### config.mk
export PLATFORM = sky130hd
export DESIGN_NAME = double_ended_queue_core
export DESIGN_NICKNAME = d
export VERILOG_FILES = /design/src/hw/rtl/deq_pkg.sv /design/src/hw/rtl/deq_ram.sv /design/src/hw/rtl/double_ended_queue_core.sv
export SDC_FILE = /design/constraint.sdc
export NUM_CORES = 1
export LEC_CHECK = 0
export BUFFER_PORTS_ARGS = -buffer_cell sky130_fd_sc_hd__buf_4
export CORE_MARGIN = 2
export CORE_UTILIZATION = 27
export CTS_BUF_LIST = sky130_fd_sc_hd__clkbuf_4
export DETAILED_ROUTE_END_ITERATION = 10
export PLACE_DENSITY = 0.49
export SLEW_MARGIN = 30
export SYNTH_ARGS = -nofsm -noshare
export SYNTH_HDL_FRONTEND = slang
export SYNTH_SLANG_ARGS = --single-unit
export TNS_END_PERCENT = 100
### constraint.sdc
create_clock -name clk -period 4.41 [get_ports clk]
set_clock_uncertainty 0.2 [all_clocks]
set_input_delay 0.441 -clock clk [delete_from_list [all_inputs] [get_ports clk]]
set_output_delay 0.441 -clock clk [all_outputs]
set_load 0.005 [all_outputs]
### src/hw/rtl/deq_pkg.sv
`timescale 1ns / 1ps

package deq_pkg;

    localparam int DEPTH   = 16;
    localparam int PTR_W   = (DEPTH > 1) ? $clog2(DEPTH) : 1;
    localparam int CNT_W   = $clog2(DEPTH + 1);
    localparam int DATA_W  = 32;
    localparam int COUNT_W = 5;

    localparam logic signed [DATA_W-1:0] EMPTY_WORD = '1;

    typedef enum logic [1:0] {
        KIND_PUSH_FRONT = 2'd0,
        KIND_PUSH_BACK  = 2'd1,
        KIND_POP_FRONT  = 2'd2,
        KIND_POP_BACK   = 2'd3
    } kind_t;

    typedef enum logic [1:0] {
        STATUS_DONE  = 2'd0,
        STATUS_EMPTY = 2'd1,
        STATUS_FULL  = 2'd2
    } status_t;

    // One access to the entry storage per cycle.
    typedef struct packed {
        logic              wr_en;
        logic              rd_en;
        logic [PTR_W-1:0]  addr;
        logic [DATA_W-1:0] wr_data;
    } ram_req_t;

    function automatic logic [PTR_W-1:0] ptr_inc(input logic [PTR_W-1:0] p);
        logic [PTR_W-1:0] r;
        if (p == PTR_W'(DEPTH - 1))
            r = '0;
        else
            r = p + PTR_W'(1);
        return r;
    endfunction

    function automatic logic [PTR_W-1:0] ptr_dec(input logic [PTR_W-1:0] p);
        logic [PTR_W-1:0] r;
        if (p == '0)
            r = PTR_W'(DEPTH - 1);
        else
            r = p - PTR_W'(1);
        return r;
    endfunction

endpackage

### src/hw/rtl/deq_ram.sv
`timescale 1ns / 1ps

// Single-port entry storage with registered read data.
module deq_ram
    import deq_pkg::*;
(
    input  logic              clk,
    input  ram_req_t          req,
    output logic [DATA_W-1:0] rd_data
);

    logic [DATA_W-1:0] mem [DEPTH];
    logic [DATA_W-1:0] rd_data_reg;

    always_ff @(posedge clk)
    begin
        if (req.wr_en)
        begin
            mem[req.addr] <= req.wr_data;
        end
        if (req.rd_en)
        begin
            rd_data_reg <= mem[req.addr];
        end
    end

    assign rd_data = rd_data_reg;

endmodule

### src/hw/rtl/double_ended_queue_core.sv
`timescale 1ns / 1ps
// Latency: a result is offered in the cycle after its command transaction is accepted.
// Throughput: one command per cycle while cmd_stall is low; the single storage port is used at most once per command.
// A command is held off only while a finished result waits on a stalled result channel.
// Reset (rst_n low, asynchronous) empties the queue: head, tail, fill and result valid clear.
// The entry storage is not cleared; only entries written by inserts are ever read.
module double_ended_queue_core
    import deq_pkg::*;
(
    input  logic                      clk,
    input  logic                      rst_n,
    input  logic                      cmd_valid,
    output logic                      cmd_stall,
    input  logic [1:0]                kind,
    input  logic signed [DATA_W-1:0]  value,
    output logic                      res_valid,
    input  logic                      res_stall,
    output logic signed [DATA_W-1:0]  value_res,
    output logic [1:0]                status,
    output logic [COUNT_W-1:0]        count
);

    // Queue pointers. The head indexes the front entry, the tail indexes the
    // slot just past the back entry; both wrap around the ring.
    logic [PTR_W-1:0]  head_reg, head_next;
    logic [PTR_W-1:0]  tail_reg, tail_next;
    logic [CNT_W-1:0]  fill_reg, fill_next;

    // Result stage. The removed word itself sits in the storage read register
    // and is only selected onto value_res here.
    logic              res_valid_reg, res_valid_next;
    status_t           status_reg, status_next;
    logic              pop_ok_reg, pop_ok_next;
    logic [CNT_W-1:0]  fill_out_reg;

    logic              accept;
    logic              full;
    logic              empty;
    kind_t             op;
    ram_req_t          ram_req;
    logic [DATA_W-1:0] rd_data;

    // A new command may enter whenever the result stage is empty or is being
    // drained in this same cycle.
    assign cmd_stall = res_valid_reg && res_stall;
    assign accept    = cmd_valid && !cmd_stall;
    assign op        = kind_t'(kind);
    assign full      = (fill_reg == CNT_W'(DEPTH));
    assign empty     = (fill_reg == '0);

    // Decide the operation, move at most one pointer and issue the single storage
    // access. An insert writes at the edge that accepts it and a later
    // remove reads no earlier than the next cycle, so no forwarding is needed.
    always_comb
    begin
        head_next       = head_reg;
        tail_next       = tail_reg;
        fill_next       = fill_reg;
        status_next     = STATUS_DONE;
        pop_ok_next     = 1'b0;
        ram_req.wr_en   = 1'b0;
        ram_req.rd_en   = 1'b0;
        ram_req.addr    = head_reg;
        ram_req.wr_data = value;
        if (accept)
        begin
            unique case (op)
                KIND_PUSH_FRONT:
                begin
                    if (full)
                    begin
                        status_next = STATUS_FULL;
                    end
                    else
                    begin
                        head_next     = ptr_dec(head_reg);
                        ram_req.wr_en = 1'b1;
                        ram_req.addr  = ptr_dec(head_reg);
                        fill_next     = fill_reg + CNT_W'(1);
                    end
                end
                KIND_PUSH_BACK:
                begin
                    if (full)
                    begin
                        status_next = STATUS_FULL;
                    end
                    else
                    begin
                        tail_next     = ptr_inc(tail_reg);
                        ram_req.wr_en = 1'b1;
                        ram_req.addr  = tail_reg;
                        fill_next     = fill_reg + CNT_W'(1);
                    end
                end
                KIND_POP_FRONT:
                begin
                    if (empty)
                    begin
                        status_next = STATUS_EMPTY;
                    end
                    else
                    begin
                        head_next     = ptr_inc(head_reg);
                        ram_req.rd_en = 1'b1;
                        ram_req.addr  = head_reg;
                        pop_ok_next   = 1'b1;
                        fill_next     = fill_reg - CNT_W'(1);
                    end
                end
                KIND_POP_BACK:
                begin
                    if (empty)
                    begin
                        status_next = STATUS_EMPTY;
                    end
                    else
                    begin
                        tail_next     = ptr_dec(tail_reg);
                        ram_req.rd_en = 1'b1;
                        ram_req.addr  = ptr_dec(tail_reg);
                        pop_ok_next   = 1'b1;
                        fill_next     = fill_reg - CNT_W'(1);
                    end
                end
                default:
                begin
                    status_next = STATUS_DONE;
                end
            endcase
        end
    end

    // The result stage fills on every accepted command and empties when the
    // downstream side takes the transaction.
    always_comb
    begin
        if (accept)
            res_valid_next = 1'b1;
        else if (res_stall)
            res_valid_next = res_valid_reg;
        else
            res_valid_next = 1'b0;
    end

    always_ff @(posedge clk or negedge rst_n)
    begin
        if (!rst_n)
        begin
            head_reg      <= '0;
            tail_reg      <= '0;
            fill_reg      <= '0;
            res_valid_reg <= 1'b0;
        end
        else
        begin
            head_reg      <= head_next;
            tail_reg      <= tail_next;
            fill_reg      <= fill_next;
            res_valid_reg <= res_valid_next;
        end
    end

    // Result payload loads only on accept, which cannot happen while a
    // result is stalled, so the offered transaction stays steady.
    always_ff @(posedge clk)
    begin
        if (accept)
        begin
            status_reg   <= status_next;
            pop_ok_reg   <= pop_ok_next;
            fill_out_reg <= fill_next;
        end
    end

    // The storage read register is enabled only by an accepted remove, so it
    // also holds still while the result waits.
    deq_ram u_ram (
        .clk     (clk),
        .req     (ram_req),
        .rd_data (rd_data)
    );

    always_comb
    begin
        if (pop_ok_reg)
            value_res = rd_data;
        else if (status_reg == STATUS_EMPTY)
            value_res = EMPTY_WORD;
        else
            value_res = '0;
    end

    assign res_valid = res_valid_reg;
    assign status    = status_reg;
    assign count     = COUNT_W'(fill_out_reg);

    // The fill level never passes the capacity.
    a_fill_bound: assert property (@(posedge clk) disable iff (!rst_n)
        fill_reg <= CNT_W'(DEPTH))
        else $error("fill level exceeds queue capacity");

    // Head and tail meet exactly when the queue is empty or full.
    a_ptr_meet: assert property (@(posedge clk) disable iff (!rst_n)
        ((fill_reg == '0) || (fill_reg == CNT_W'(DEPTH))) == (head_reg == tail_reg))
        else $error("pointers disagree with fill level");

    // An insert into a full queue is reported and leaves the state alone.
    a_full_drop: assert property (@(posedge clk) disable iff (!rst_n)
        (accept && full && ((op == KIND_PUSH_FRONT) || (op == KIND_PUSH_BACK)))
        |=> (res_valid && (status_reg == STATUS_FULL) && $stable(fill_reg)
             && $stable(head_reg) && $stable(tail_reg)))
        else $error("insert into full queue was not dropped");

    // A remove from an empty queue reports an empty queue and the marker word.
    a_empty_pop: assert property (@(posedge clk) disable iff (!rst_n)
        (res_valid_reg && (status_reg == STATUS_EMPTY))
        |-> ((fill_out_reg == '0) && (value_res == EMPTY_WORD) && !pop_ok_reg))
        else $error("empty remove result is inconsistent");

    // The single storage port never reads and writes in one cycle.
    a_one_access: assert property (@(posedge clk) disable iff (!rst_n)
        !(ram_req.wr_en && ram_req.rd_en))
        else $error("storage read and write issued together");

endmodule

# Word-level counts from Yosys, hierarchy flattened

Memories as Yosys holds them, arrays and structs flattened. A register that Yosys moved wholly into a read port is not among the register bits.
Cells that the tools add are included.

Flip-flop bits (word level): 22
Bits in writable memories: 512
Output and inout port bits: 41
Word-level logic and storage cells: 70
Memories: 1

Memory list:

| name      | words | width | read ports | clocked after Yosys merged registers in | write ports | RTL line      | text |
|---|---|---|---|---|---|---|---|
| u_ram.mem | 16    | 32    | 1          | 1                                       | 1           | deq_ram.sv:12 | `logic [DATA_W-1:0] mem [DEPTH];` |

Add/sub/neg operators: 6
Equality and inequality tests: 11
Muxes and demuxes: 32
Reduce and logical (&&, ||, !) cells: 13

Operator list:

| kind                  | count |
|---|---|
| $mux W32              | 2 |
| $mux W4               | 9 |
| $mux W5               | 5 |
| $pmux W4 S2           | 2 |
| $pmux W4 S4           | 1 |
| $pmux W5 S2           | 1 |
| $add A4 B1 Y4 const B | 2 |
| $eq A4 B4 Y1 const B  | 2 |
| $logic_not A4 Y1      | 2 |
| $mux W1               | 8 |
| $sub A4 B1 Y4 const B | 2 |
| $mux W6               | 1 |
| $ne A2 B2 Y1 const B  | 3 |
| $add A5 B1 Y5 const B | 1 |
| $eq A5 B5 Y1 const B  | 1 |
| $logic_not A5 Y1      | 1 |
| $sub A5 B1 Y5 const B | 1 |
| $eq A2 B1 Y1 const B  | 2 |
| $eq A2 B2 Y1 const B  | 2 |
| $pmux W2 S2           | 1 |
| $reduce_and A4 Y1     | 1 |
| $reduce_bool A2 Y1    | 2 |
| $reduce_or A2 Y1      | 2 |
| $reduce_and A3 Y1     | 1 |
| 6 further kinds       | 7 |

# Longest topological paths before layout

Depth after elaboration: 7
Depth in mapped cells: 13
Gate-level depth less buffers: 9

# Modules after synthesis

A second synthesis with hierarchy kept.

Cells, all modules: 1055
Area, all modules: 22031.1 µm²

By module, submodules not included:

| module                  | times used | cells each | area an instance (µm²) | sequential area each (µm²) |
|---|---|---|---|---|
| deq_ram                 | 1          | 840        | 20183.1                | 16335.7 |
| double_ended_queue_core | 1          | 215        | 1848.0                 | 590.6 |

# Worst setup path after synthesis

OpenSTA, ideal clock, no wires.

Path kind: reg2reg
Start: reg fill_reg[0]
End: mem u_ram.mem[0][0], enable pin
Setup time: 0.421 ns
Data arrival time: 3.865 ns
Data required time: 3.789 ns
Slack: -0.076 ns
Cell stages (with the launch flop): 13
Path buffers: 4
Clock period less this slack: 4.486 ns
Path through: dfrtp_1 -> inv_1 -> ha_1 -> nor4bb_1 -> buf_2 -> o32ai_1 -> or3_1 -> nand2_1 -> buf_2 -> buf_2 -> buf_2 -> nand3_1 -> nor2_1

Word-level cells in the longest chain between the ends: 6

Ends and longest elaborated chain:

| element                       | RTL line                                                     | text |
|---|---|---|
| start: declaration            | double_ended_queue_core.sv:27                                | `logic [CNT_W-1:0] fill_reg, fill_next;` |
| start signal: assignment      | double_ended_queue_core.sv:159                               | `fill_reg <= fill_next;` |
| $eq A5 B5 Y1                  | double_ended_queue_core.sv:48                                | `assign full = (fill_reg == CNT_W'(DEPTH));` |
| $mux W1                       | double_ended_queue_core.sv:70, double_ended_queue_core.sv:84 |  |
| $mux W1                       | --                                                           |  |
| $mux W6 (*)                   | double_ended_queue_core.sv:65                                | `if (accept)` |
| $mux W1                       | deq_ram.sv:17                                                | `if (req.wr_en)` |
| $mux W1 (implied by the code) | deq_ram.sv:19                                                | `mem[req.addr] <= req.wr_data;` |
| end: declaration              | deq_ram.sv:12                                                |  |

Mark *: on every way between the ends. The rest lies on a longest branch, timed or not.

# Worst setup path after layout

Start: reg head_reg[0]
End: reg u_ram.rd_data_reg[1], in the netlist u_ram.rd_data[1], read port of u_ram.mem, data pin

Word-level cells in the longest chain between the ends: 5

Ends and longest elaborated chain:

| element                                           | RTL line                       | text |
|---|---|---|
| start: declaration                                | double_ended_queue_core.sv:25  | `logic [PTR_W-1:0] head_reg, head_next;` |
| start signal: assignment                          | double_ended_queue_core.sv:157 | `head_reg <= head_next;` |
| $sub A4 B1 Y4 or $logic_not A4 Y1 (tied branches) | deq_pkg.sv:48, deq_pkg.sv:45   |  |
| $mux W4                                           | deq_pkg.sv:45                  | `if (p == '0)` |
| $mux W4                                           | --                             |  |
| $pmux W4 S4                                       | double_ended_queue_core.sv:67  | `unique case (op)` |
| $mux W6 (*)                                       | double_ended_queue_core.sv:65  |  |
| end: declaration                                  | deq_ram.sv:13                  | `logic [DATA_W-1:0] rd_data_reg;` |

Marked as above.
A chain may end at the register's enable or synchronous reset.

==> out/results.md <==
- level count of the clock H-tree: 4
- post-route antenna net violation count: 0
- IO Port Bufs: 78
- largest net degree at the start of global routing: 125
- total number of vias: 15,200
- slew at the pin with the worst max-slew slack: 802 ps
- vertical extent of the die: 300 um
- most instantiated library cell after synthesis: edfxtp_1
- root buf cell: clkbuf_4
- sort of element at the end of the critical path: register
- wire length of the first global-routing pass: 102,000 um
- Critical Path RT: 5050 ps
- Die X-Extent: 300 um
- filler cell count: 8,465
- placement row count: 108
- area inside the core boundary: 86,800 um^2
- total of warnings raised by yosys: 0
- Final Hold Viols: 0
- minimum clock period: 4080 ps
- count of different cell masters after synthesis: 65
- area share of the largest cell type after synthesis: 70.2%
- Post-layout nets: 1,755
- Skew-Pair Late Insertion Delay: 1020 ps
- post-detailed-route wirelength per cell: 23.3 um
- clock transition at the register clock pins on the worst setup and hold paths after CTS: 60 ps
- cts bufs inserted: 153
- critical path's slowest cell: nor3_4
- most used flip-flop cell after synthesis: edfxtp_1
- post-synthesis cell type with the largest combined area: edfxtp_1
- share of cells above drive strength 1: 24.0%
- power density cells: 565 nW/um^2
- max-slew violations: 0
- Worst VDD drop: 0.428 mV
- Fin Hold WS: 103 ps
- flip-flop count of the largest register after layout: 512
- Avg Inst Size Synth: 16.0 um^2
- # IOs: 79
- unrepaired setup endpoints after global routing: no
- Worst EP arrival: 4710 ps
- Critical Path Max Stage Delay: 680 ps
- leakage power: 0.00960 uW
- vias in the first global route: 15,600
- DRC violations left: 0
- path class of the lowest-slack min-delay path: primary input to register
- highest net fanout along the worst path: 26
- Final Instance Count excl. Fillers: 2,978
- post-synthesis instance area: 23,600 um^2
- final count of negative-setup-slack endpoints: 0
- Cells after DPL: 2,659
- number of antenna violations at the first check in global routing: 6
- number of DRC violations after detailed-routing iteration 0: 1,294
- total of max-cap violations: 0
- Clock Sink Count: 566
- number of enable-type register cells in the synthesized netlist: 552
- TritonCTS clock tree: done
- cell area after placement: 26,400 um^2
- Longest Clk Path Bufs: 3
- post-route fraction of the period consumed by the critical path: 92.5%
- synth cell count leaders: 552 x edfxtp_1, 127 x a2111oi_0, 127 x a211oi_1
- Critical Path, Cell by Cell: inv_1 -> ha_1 -> or3b_1 -> nand4_1 -> a31oi_4 -> buf_4 -> nor3_4 -> buf_12 -> a211oi_1 -> a2111oi_0 -> or4_1
- gr ovfl total: 0
- GRT Util Overall: 15.4%
- placer congestion estimate: 0.789
- Detailed Route WL: 69,400 um
- cell family with the largest share of critical-path delay: simple AND/OR/NAND/NOR gates
- ranking of synthesized cells by area: edfxtp_1 70%, mux2i_1 5.3%, a2111oi_0 4.7%
- Crit Path Category: register to register
- cell count after synthesis: 1,476
- post-layout utilization of the core: 33.3%
- type of origin of the critical path: register
- Buf+Inv Stages, Crit Path: 3
- Layout Cell Area excl Fill: 28,900 um^2
- Final Total Pwr: 16,300 uW
- outcome: complete, no violations
- fmax: 0.245 GHz
- post-detailed-placement half-perimeter wirelength: 38,300 um
- Resized Gates After CTS: 0
- synth-to-layout area growth: 22.3%
- number of nets produced by synthesis: 1,521
- starting density of the core: 27.2%
- fraction of registers with async set/reset: 2.47%
- Vias per Instance: 5.10
- full die area: 89,800 um^2
- part of the Yosys area used for sequential elements: 71.7%
- number of iterations in the first detailed-routing pass: 4
- worst slew margin relative to its limit: 46.5%
- Yosys reg bits: 566
==> worst paths after layout <==
| kind | start | end | slack, ps | depth (start not counted) |
|---|---|---|---|---|
| worst max-delay path | head_reg[0]$_DFFE_PN0P_ | u_ram.rd_data[1]$_DFFE_PP_ | 330 | 11 |
| worst min-delay path | value[8] | u_ram.mem[10][8]$_DFFE_PP_ | 100 | 2 |
| worst max register to register | head_reg[0]$_DFFE_PN0P_ | u_ram.rd_data[1]$_DFFE_PP_ | 330 | 11 |
| worst min register to register | tail_reg[0]$_DFFE_PN0P_ | tail_reg[0]$_DFFE_PN0P_ | 440 | 2 |
| max in group asynchronous | rst_n | tail_reg[1]$_DFFE_PN0P_ | 3100 | 3 |
| min in group asynchronous | rst_n | tail_reg[3]$_DFFE_PN0P_ | 380 | 3 |
==> per-layer routing <==
layer	GRT usage [%]	vias up	wire, um
met5	0	-	44
met4	4.89	6	1370
met3	4.46	108	4270
met2	24.8	518	33300
met1	19.9	7750	30500
li1	-	6799	-
==> metrics by stage <==
stage | TNS (ps) | worst slack, ps
after detailed placement | 0 | 432
after global routing | 0 | 90.4
after CTS | 0 | 375
after floorplan | -20560 | -76.0
after global placement | 0 | 453
final | 0 | 333
==> cell families after synthesis <==
family	after synthesis	synth area share, %
muxes	127	5.39
adders and majority gates	7	0.371
xor gates and xnor gates	4	0.148
DFF	566	71.7
buffers and inverters	156	2.71
AOI/OAI and AO/OA	483	16.5
and+or+nand+nor	133	3.13
==> placed cells by master, fill, tap and decap left out, types with 14 or more instances in the layout <==
master         synthesis  layout
a2111oi_0            127     127
nor2_4                 0      17
mux2i_1              126     126
buf_4                  2     135
a21o_1                33      32
a211oi_1             127     127
buf_12                 0      35
clkinv_1               0      30
or4_1                 32      32
inv_1                 14      14
edfxtp_1             552     552
o21ai_0               17      17
clkbuf_4               0     214
dfrtp_1               14      14
nand2_1               26      25
nor2_1                34      17
dlygate4sd3_1          0      51
o31a_1               124     124
==> what timing repair did <==
action,4_1_cts,5_1_grt
hold buffers,51,0
buffers inserted,0,0
hold endpoints to repair,547,0
==> where the power goes <==
part / total, uW / switching (uW) / internal (uW)
clock: 4730 / 2210 / 2530
sequential: 6500 / 195 / 6310
combinational: 5070 / 3120 / 1950
total: 16300 / 5520 / 10800
==> cell type report <==
type | instances | area, um^2 | share of cell area (%)
sequential | 566 | 16900 | 58.6
multi-input combinational | 754 | 6240 | 21.6
timing repair buffer | 221 | 2220 | 7.71
clock buffer | 214 | 1610 | 5.57
tap | 1155 | 1450 | 5.01
clock inverter | 46 | 344 | 1.19
inverter | 14 | 52.6 | 0.182
antenna | 8 | 20.0 | 0.0694
No activity file was read; power rests on OpenSTA's default activity.
